$ cat src/wps_pkg.sv
// shared constants and types of the led pixel serialiser
package wps_pkg;

    localparam int unsigned LANES_DEFAULT = 16;
    localparam int unsigned BPP_DEFAULT   = 24;
    localparam int unsigned COLOUR_BITS   = 24;

    localparam int unsigned CFG_INDEX_W = 3;
    localparam int unsigned CFG_DATA_W  = 16;

    typedef logic [CFG_INDEX_W-1:0] cfg_index_t;

    localparam cfg_index_t REG_LANE_MASK        = 3'd0;
    localparam cfg_index_t REG_PIXEL_COUNT      = 3'd1;
    localparam cfg_index_t REG_BIT_PERIOD       = 3'd2;
    localparam cfg_index_t REG_ZERO_HIGH        = 3'd3;
    localparam cfg_index_t REG_ONE_HIGH         = 3'd4;
    localparam cfg_index_t REG_FRAME_SLOTS      = 3'd5;
    localparam cfg_index_t REG_BRIGHTNESS_SHIFT = 3'd6;

    localparam logic [15:0] LANE_MASK_RESET    = 16'd1;
    localparam logic [10:0] PIXEL_COUNT_RESET  = 11'd0;
    localparam logic [6:0]  BIT_PERIOD_RESET   = 7'd45;
    localparam logic [6:0]  ZERO_HIGH_RESET    = 7'd14;
    localparam logic [6:0]  ONE_HIGH_RESET     = 7'd29;
    localparam logic [15:0] FRAME_SLOTS_RESET  = 16'd40000;
    localparam logic [2:0]  BRIGHTNESS_RESET   = 3'd0;

    localparam logic OP_TICK  = 1'b0;
    localparam logic OP_PIXEL = 1'b1;

    typedef struct packed {
        logic        underrun;
        logic        in_latch;
        logic        wants_pixel;
        logic        pixel_accepted;
        logic [15:0] pin_levels;
    } result_t;

endpackage

$ cat src/ws2812_pixel_serializer_unit.sv
// led chain serialiser: pixel hold register, bit timer and frame counter
// One transaction per clock in both directions: an item is held in the input register,
// the counter and hold-register update is done in a single pass as it moves to the
// result register, and a new item is taken every cycle while the result side keeps up.
// A tick item advances the bit timer by one; a pixel item only fills the hold register.
// Configuration writes are taken at any time, always ready, and should be made while no
// item is in flight.
module ws2812_pixel_serializer_unit #(
    parameter int unsigned LANES          = wps_pkg::LANES_DEFAULT,
    parameter int unsigned BITS_PER_PIXEL = wps_pkg::BPP_DEFAULT
) (
    input  logic                             aclk,
    input  logic                             aresetn,
    input  logic                             s_tvalid,
    output logic                             s_tready,
    input  logic [23:0]                      s_tdata,  // red, green, blue
    input  logic [0:0]                       s_tuser,  // op
    output logic                             m_tvalid,
    input  logic                             m_tready,
    // pin_levels, pixel_accepted, wants_pixel, in_latch, underrun, zero fill
    output logic [23:0]                      m_tdata,
    input  logic                             cfg_valid,
    output logic                             cfg_ready,
    input  logic [wps_pkg::CFG_INDEX_W-1:0]  cfg_index,
    input  logic [wps_pkg::CFG_DATA_W-1:0]   cfg_data
);

    localparam int unsigned BitW     = $clog2(BITS_PER_PIXEL);
    localparam int unsigned LaneBits = (LANES < 16) ? LANES : 16;
    localparam logic [15:0] LanePins = 16'((32'd1 << LaneBits) - 32'd1);

    // configuration
    logic [15:0] lane_mask_reg;
    logic [10:0] pixel_count_reg;
    logic [6:0]  bit_period_reg;
    logic [6:0]  zero_high_reg;
    logic [6:0]  one_high_reg;
    logic [15:0] frame_slots_reg;
    logic [2:0]  brightness_reg;
    logic [15:0] active_reg;

    // input stage
    logic        item_valid_reg;
    logic        item_op_reg;
    logic [7:0]  item_red_reg;
    logic [7:0]  item_green_reg;
    logic [7:0]  item_blue_reg;

    // serialiser state
    logic [23:0]     hold_pixel_reg, hold_pixel_next;
    logic            hold_valid_reg, hold_valid_next;
    logic [23:0]     shift_pixel_reg, shift_pixel_next;
    logic [BitW-1:0] bit_index_reg, bit_index_next;
    logic [6:0]      tick_in_slot_reg, tick_in_slot_next;
    logic [15:0]     slot_in_frame_reg, slot_in_frame_next;
    logic [10:0]     pixel_index_reg, pixel_index_next;
    logic [15:0]     last_level_reg, last_level_next;

    // result stage
    logic              out_valid_reg;
    wps_pkg::result_t  out_data_reg;
    wps_pkg::result_t  result_next;

    logic        advance;
    logic        in_data;
    logic [6:0]  period;
    logic [15:0] frame_len;
    logic        load_slot;
    logic [23:0] shift_now;
    logic        cur_bit;
    logic [6:0]  high_ticks;
    logic [15:0] level;
    logic [6:0]  tick_plus;
    logic [BitW:0] bit_plus;
    logic [16:0] slot_plus;
    logic [10:0] pix_idx;
    logic [BitW-1:0] bit_tmp;

    assign advance   = item_valid_reg && (!out_valid_reg || m_tready);
    assign s_tready  = !item_valid_reg || advance;
    assign cfg_ready = 1'b1;
    assign m_tvalid  = out_valid_reg;
    assign m_tdata   = {4'd0, out_data_reg};

    always_ff @(posedge aclk) begin
        if (!aresetn) begin
            lane_mask_reg   <= wps_pkg::LANE_MASK_RESET;
            pixel_count_reg <= wps_pkg::PIXEL_COUNT_RESET;
            bit_period_reg  <= wps_pkg::BIT_PERIOD_RESET;
            zero_high_reg   <= wps_pkg::ZERO_HIGH_RESET;
            one_high_reg    <= wps_pkg::ONE_HIGH_RESET;
            frame_slots_reg <= wps_pkg::FRAME_SLOTS_RESET;
            brightness_reg  <= wps_pkg::BRIGHTNESS_RESET;
            active_reg      <= 16'd0;
        end else if (cfg_valid && cfg_ready) begin
            unique case (cfg_index)
                wps_pkg::REG_LANE_MASK: begin
                    lane_mask_reg <= cfg_data;
                end
                wps_pkg::REG_PIXEL_COUNT: begin
                    pixel_count_reg <= cfg_data[10:0];
                    active_reg      <= 16'(32'(cfg_data[10:0]) * BITS_PER_PIXEL);
                end
                wps_pkg::REG_BIT_PERIOD: begin
                    bit_period_reg <= cfg_data[6:0];
                end
                wps_pkg::REG_ZERO_HIGH: begin
                    zero_high_reg <= cfg_data[6:0];
                end
                wps_pkg::REG_ONE_HIGH: begin
                    one_high_reg <= cfg_data[6:0];
                end
                wps_pkg::REG_FRAME_SLOTS: begin
                    frame_slots_reg <= cfg_data;
                end
                wps_pkg::REG_BRIGHTNESS_SHIFT: begin
                    brightness_reg <= cfg_data[2:0];
                end
                default: begin
                end
            endcase
        end
    end

    always_ff @(posedge aclk) begin
        if (!aresetn) begin
            item_valid_reg <= 1'b0;
        end else if (s_tvalid && s_tready) begin
            item_valid_reg <= 1'b1;
        end else if (advance) begin
            item_valid_reg <= 1'b0;
        end
    end

    always_ff @(posedge aclk) begin
        if (s_tvalid && s_tready) begin
            item_op_reg    <= s_tuser[0];
            item_red_reg   <= s_tdata[7:0];
            item_green_reg <= s_tdata[15:8];
            item_blue_reg  <= s_tdata[23:16];
        end
    end

    always_comb begin
        hold_pixel_next    = hold_pixel_reg;
        hold_valid_next    = hold_valid_reg;
        shift_pixel_next   = shift_pixel_reg;
        bit_index_next     = bit_index_reg;
        tick_in_slot_next  = tick_in_slot_reg;
        slot_in_frame_next = slot_in_frame_reg;
        pixel_index_next   = pixel_index_reg;
        last_level_next    = last_level_reg;
        result_next        = '0;

        in_data    = slot_in_frame_reg < active_reg;
        period     = (bit_period_reg == 7'd0) ? 7'd1 : bit_period_reg;
        frame_len  = (frame_slots_reg > active_reg) ? frame_slots_reg : active_reg;
        if (frame_len == 16'd0) begin
            frame_len = 16'd1;
        end
        load_slot  = in_data && (tick_in_slot_reg == 7'd0) && (bit_index_reg == '0);
        shift_now  = (load_slot && hold_valid_reg) ? hold_pixel_reg : shift_pixel_reg;
        if (32'(bit_index_reg) < wps_pkg::COLOUR_BITS) begin
            cur_bit = shift_now[5'(wps_pkg::COLOUR_BITS - 1 - 32'(bit_index_reg))];
        end else begin
            cur_bit = 1'b0;
        end
        high_ticks = cur_bit ? one_high_reg : zero_high_reg;
        level      = (in_data && (tick_in_slot_reg < high_ticks))
                     ? (lane_mask_reg & LanePins) : 16'd0;
        tick_plus  = tick_in_slot_reg + 7'd1;
        bit_plus   = {1'b0, bit_index_reg} + {{BitW{1'b0}}, 1'b1};
        slot_plus  = {1'b0, slot_in_frame_reg} + 17'd1;
        pix_idx    = pixel_index_reg;
        bit_tmp    = bit_index_reg;

        if (item_op_reg == wps_pkg::OP_PIXEL) begin
            if (!hold_valid_reg) begin
                hold_pixel_next = {item_green_reg >> brightness_reg,
                                   item_red_reg >> brightness_reg,
                                   item_blue_reg >> brightness_reg};
                hold_valid_next = 1'b1;
                result_next.pixel_accepted = 1'b1;
            end
            result_next.pin_levels = last_level_reg;
            result_next.in_latch   = !in_data;
        end else begin
            if (load_slot) begin
                if (hold_valid_reg) begin
                    shift_pixel_next = hold_pixel_reg;
                    hold_valid_next  = 1'b0;
                end else begin
                    result_next.underrun = 1'b1;
                end
                pix_idx = pixel_index_reg + 11'd1;
            end
            last_level_next        = level;
            result_next.pin_levels = level;
            result_next.in_latch   = !in_data;

            if ((tick_plus >= period) || (tick_plus == 7'd0)) begin
                tick_in_slot_next = 7'd0;
                if (in_data) begin
                    bit_tmp = (32'(bit_plus) >= BITS_PER_PIXEL) ? '0 : bit_plus[BitW-1:0];
                end
                if (slot_plus >= {1'b0, frame_len}) begin
                    slot_in_frame_next = 16'd0;
                    bit_tmp            = '0;
                    pix_idx            = 11'd0;
                end else begin
                    slot_in_frame_next = slot_plus[15:0];
                end
            end else begin
                tick_in_slot_next = tick_plus;
            end
            bit_index_next   = bit_tmp;
            pixel_index_next = pix_idx;
        end
        result_next.wants_pixel = !hold_valid_next && (pixel_index_next < pixel_count_reg);
    end

    always_ff @(posedge aclk) begin
        if (!aresetn) begin
            hold_pixel_reg    <= 24'd0;
            hold_valid_reg    <= 1'b0;
            shift_pixel_reg   <= 24'd0;
            bit_index_reg     <= '0;
            tick_in_slot_reg  <= 7'd0;
            slot_in_frame_reg <= 16'd0;
            pixel_index_reg   <= 11'd0;
            last_level_reg    <= 16'd0;
        end else if (advance) begin
            hold_pixel_reg    <= hold_pixel_next;
            hold_valid_reg    <= hold_valid_next;
            shift_pixel_reg   <= shift_pixel_next;
            bit_index_reg     <= bit_index_next;
            tick_in_slot_reg  <= tick_in_slot_next;
            slot_in_frame_reg <= slot_in_frame_next;
            pixel_index_reg   <= pixel_index_next;
            last_level_reg    <= last_level_next;
        end
    end

    always_ff @(posedge aclk) begin
        if (!aresetn) begin
            out_valid_reg <= 1'b0;
        end else if (advance) begin
            out_valid_reg <= 1'b1;
        end else if (m_tready) begin
            out_valid_reg <= 1'b0;
        end
    end

    always_ff @(posedge aclk) begin
        if (advance) begin
            out_data_reg <= result_next;
        end
    end

    // a result never reports both a taken pixel and a starved slot
    assert property (@(posedge aclk) disable iff (!aresetn)
        out_valid_reg |-> !(out_data_reg.underrun && out_data_reg.pixel_accepted))
        else $error("underrun and pixel taken in one result");

    // the hold register only empties on a tick that loads the shifter
    assert property (@(posedge aclk) disable iff (!aresetn)
        $fell(hold_valid_reg) |->
            (!$past(aresetn) || ($past(advance) && ($past(item_op_reg) == wps_pkg::OP_TICK))))
        else $error("hold register emptied without a tick");

    // bit position stays inside a pixel
    assert property (@(posedge aclk) disable iff (!aresetn)
        32'(bit_index_reg) < BITS_PER_PIXEL)
        else $error("bit index beyond pixel width");

    // a starved slot is flagged only on a tick at the start of a pixel
    assert property (@(posedge aclk) disable iff (!aresetn)
        (advance && result_next.underrun) |->
            (!hold_valid_reg && (tick_in_slot_reg == 7'd0) && (bit_index_reg == '0)))
        else $error("underrun outside a pixel start");

endmodule

$ cat config.mk
export PLATFORM = sky130hd
export DESIGN_NAME = ws2812_pixel_serializer_unit
export DESIGN_NICKNAME = d
export VERILOG_FILES = /design/src/wps_pkg.sv /design/src/ws2812_pixel_serializer_unit.sv
export SDC_FILE = /design/constraint.sdc
export NUM_CORES = 1
export LEC_CHECK = 0
export BUFFER_PORTS_ARGS = -buffer_cell sky130_fd_sc_hd__buf_2
export CAP_MARGIN = 40
export CORE_ASPECT_RATIO = 1.5
export CORE_UTILIZATION = 35
export CTS_BUF_LIST = sky130_fd_sc_hd__clkbuf_2 sky130_fd_sc_hd__clkbuf_4 sky130_fd_sc_hd__clkbuf_8
export DETAILED_ROUTE_END_ITERATION = 12
export HOLD_SLACK_MARGIN = 0.03
export SYNTH_ARGS = -nofsm -noshare
export SYNTH_HDL_FRONTEND = slang
export SYNTH_SLANG_ARGS = --single-unit
$ cat constraint.sdc
create_clock -name aclk -period 7.7 [get_ports aclk]
set_clock_uncertainty 0.05 [all_clocks]
set_input_delay 1.155 -clock aclk [delete_from_list [all_inputs] [get_ports aclk]]
set_output_delay 1.155 -clock aclk [all_outputs]
set_load 0.005 [all_outputs]
==> flow_metrics.py <==
metrics = {
    "synth": {
        "ys.flop_type": "dfxtp_1",
        "yosys.area.top_type_share_pct": 30.0,
        "synth.area.mux_share_pct": 5.55,
        "synthSimpleGateAreaFrac_pct": 20.3,
        "synthCells": 1449,
        "synth_area_um2": 12300,
        "synth_async_sr_flop_share_pct": 0,
        "synth_edf_count": 45,
        "ys_types": 74,
        "yosysWarningCount": 0,
        "synth_area_leaders": "dfxtp_1, edfxtp_1, ha_1",
        "synth_xor_area_share_pct": 2.41,
        "synth.avg_cell_area_um2": 8.51,
        "synth_seq_cells": 230,
        "synth_fa_ha_area_share_pct": 8.58,
        "yosysTopAreaCell": "dfxtp_1",
        "synth-compound-area-share_pct": 17.6,
        "yosysSeqAreaShare_pct": 41.0,
        "synth_top_family_by_area": "simple AND/OR/NAND/NOR gates",
    },
    "layout": {
        "layout.cells.non_filler": 1999,
        "nets": 1636,
        "layout-drive-gt1-share_pct": 12.3,
        "design_area_um2": 14100,
        "areaGrowthSynthToFinish_pct": 14.4,
        "n_antenna_cell": 0,
    },
    "grt": {
        "grt_max_degree": 66,
        "grt_busiest_layer": "met2",
        "grt_use_total_pct": 19.8,
        "antenna_found_initial": 0,
        "use_met1_pct": 22.4,
        "grt_pass1_vias": 10500,
        "grt_pass1_wl_um": 56100,
        "grt.met3_usage_pct": 2.87,
        "grtUsageMet2_pct": 36.4,
        "grt-ovfl-total": 0,
    },
    "power": {
        "vdd_drop_max_v": 0.000122,
        "cellPowerDensity_nw_per_um2": 199,
        "internal-power_mw": 2.10,
        "seqPwrFrac_pct": 45.6,
        "switchingPower_mw": 0.711,
        "comb_power_share_pct": 8.8,
        "p_leak_nw": 5.44,
        "p_clk_share_pct": 45.6,
        "p_sw_share_pct": 25.2,
    },
    "setup_path": {
        "cp.required_ps": 8070,
        "slowest_stage": "and3_1",
        "startpoint_type": "flip-flop",
        "crit_path_end_kind": "flip-flop",
        "path_common_cell": "o21a_1",
        "rrSetupSlack_ps": 1690,
        "cpPeakStageDelay_ps": 390,
        "critPathKind": "flip-flop to flip-flop",
        "path_max_fanout": 8,
        "arrival_ps": 6370,
    },
    "place": {
        "io_buffers": 70,
        "placedCellCount": 1929,
        "dpl.hpwl_um": 25000,
        "dpl_cell_area_um2": 13200,
        "gp_congestion": 0.936,
    },
    "cts": {
        "cts_tree": "built",
        "postCtsHoldBufs": 0,
        "clk_pin_slew_worst_paths_ps": 60,
        "postCtsSetupRepairBufs": 0,
        "cts_buffers": 39,
        "clockBufferDepth": 3,
        "cts_htree_levels": 2,
        "clock_sinks": 230,
        "cts_root_buf": "clkbuf_8",
        "clk_latency_ps": 590,
        "cts_resized": 0,
    },
    "sta": {
        "worst_pin_slew_ps": 895,
        "tns_ps": 0,
        "fmax_ghz": 0.166,
        "slew_violations": 0,
        "fin_crit_sh_pct": 78.0,
        "layout_min_cycle_time_ps": 6010,
        "worst_slew_margin_rel_pct": 40.1,
        "hold_violations": 0,
        "grt_setup_unrepaired": "no",
        "fin_hold_ws_ps": 400,
        "setup_violations": 0,
    },
    "floorplanning": {
        "rows": 83,
        "io_pins": 76,
        "die_w_um": 155,
        "die_h_um": 232,
        "die_area_um2": 36000,
        "core_area_um2": 34500,
        "initial_core_util_pct": 35.8,
    },
    "routing": {
        "wire_per_inst_um": 17.6,
        "drtPass1Iterations": 5,
        "drt-vias-per-instance": 5.36,
        "wirelength_um": 35100,
        "vias": 10700,
        "ant_nets": 0,
        "drc": 0,
        "drt-initial-drc-count": 626,
    },
    "job": {
        "cap_violations": 0,
    },
    "hold_path": {
        "worst_hold_path_type": "flip-flop to flip-flop",
    },
    "status": {
        "outcome": "finished clean",
    },
}
[synthesized netlist by cell type, types with 16 or more instances]
library cell and count:
o21ai_0 41, nand3_1 57, edfxtp_1 45, mux2i_1 56, nand4_1 37, nor2_1 123, nor3_1 25, dfxtp_1 185
nand2_1 233, ha_1 83, inv_1 52, o21ai_1 17, a32o_1 16, a21o_1 23, clkbuf_1 73, a22oi_1 23
a21oi_1 138, xnor2_1 19, a211oi_1 19
[kinds of logic (layout without fill, tap and decap cells)]
| group | count (synthesis) | count (layout) |
|---|---|---|
| flops | 230 | 230 |
| other cells | 2 | 5 |
| xor+xnor | 34 | 34 |
| simple gates | 552 | 552 |
| mux | 67 | 67 |
| buf+inv | 141 | 221 |
| fa+ha+maj | 84 | 84 |
| compound gates | 339 | 339 |
[per-stage QoR]
step                      setup slack [ps]  power, mW  utilization (%)
final                                 1690       2.81             40.9
after global routing                  1230       2.93             40.9
after CTS                             1760       2.85             40.9
after detailed placement              1770       1.56             38.3
after global placement                1980       1.55             37.9
after floorplan                       1850       1.46                -
[worst max-delay path, delay by kind of cell, from the launching register on]
kind                     cells  cell delay, ps
buffers and inverters        2             330
adder cells (fa/ha/maj)      3             680
flip-flops                   1             380
AND/OR/NAND/NOR              5            1030
multiplexers                 1             300
AO/OA/AOI/OAI               18            3100
[cell usage in the layout (no fill, tap or decap), types with 8 or more instances in the layout]
master / n
nand2_1: 233
nor4_1: 10
a21o_1: 23
nor2_1: 123
o21ai_0: 41
and3_1: 11
buf_4: 20
edfxtp_1: 45
mux2_2: 11
a22oi_1: 23
nor3_1: 24
nand2b_1: 12
dfxtp_1: 185
nor2b_1: 12
xor2_1: 15
a32o_1: 16
clkbuf_4: 12
ha_1: 83
xnor2_1: 19
o21a_1: 9
inv_1: 52
o211ai_1: 8
mux2i_1: 56
o21ai_1: 17
clkbuf_8: 44
buf_2: 71
nand3_1: 57
a211oi_1: 19
a21oi_1: 138
nand4_1: 37
[metal layers]
layer / vias to the layer above / share of wire (%)
met2: 282 / 51
li1: 5282 / -
met1: 5061 / 41
met5: - / 0
met3: 83 / 3.9
met4: 0 / 4.1
[path summary, 6_finish.rpt]
| path | start | to | cells past startpoint |
|---|---|---|---|
| max | active_reg[5] | m_tdata[17] | 29 |
| min | shift_pixel_reg[17] | shift_pixel_reg[17] | 2 |
| max reg2reg | active_reg[5] | m_tdata[17] | 29 |
| min reg2reg | shift_pixel_reg[17] | shift_pixel_reg[17] | 2 |
[layout make-up]
cell class | count | area, um^2
fillers | 3553 | 20400
multi-input cells | 1081 | 6760
flip-flops and latches | 230 | 5050
clock buffers | 56 | 696
repair buffers | 96 | 593
well taps | 467 | 584
clock inverters | 14 | 219
inverters | 55 | 209
[power by group through the flow]
stage,logic [mW],registers (mW),clock network (mW)
6_report,0.248,1.28,1.28
3_3_place_gp,0.242,1.31,0
3_5_place_dp,0.247,1.31,0
5_1_grt,0.275,1.29,1.37
4_1_cts,0.249,1.28,1.32
2_1_floorplan,0.157,1.30,0
No activity file was read; power rests on OpenSTA's default activity.
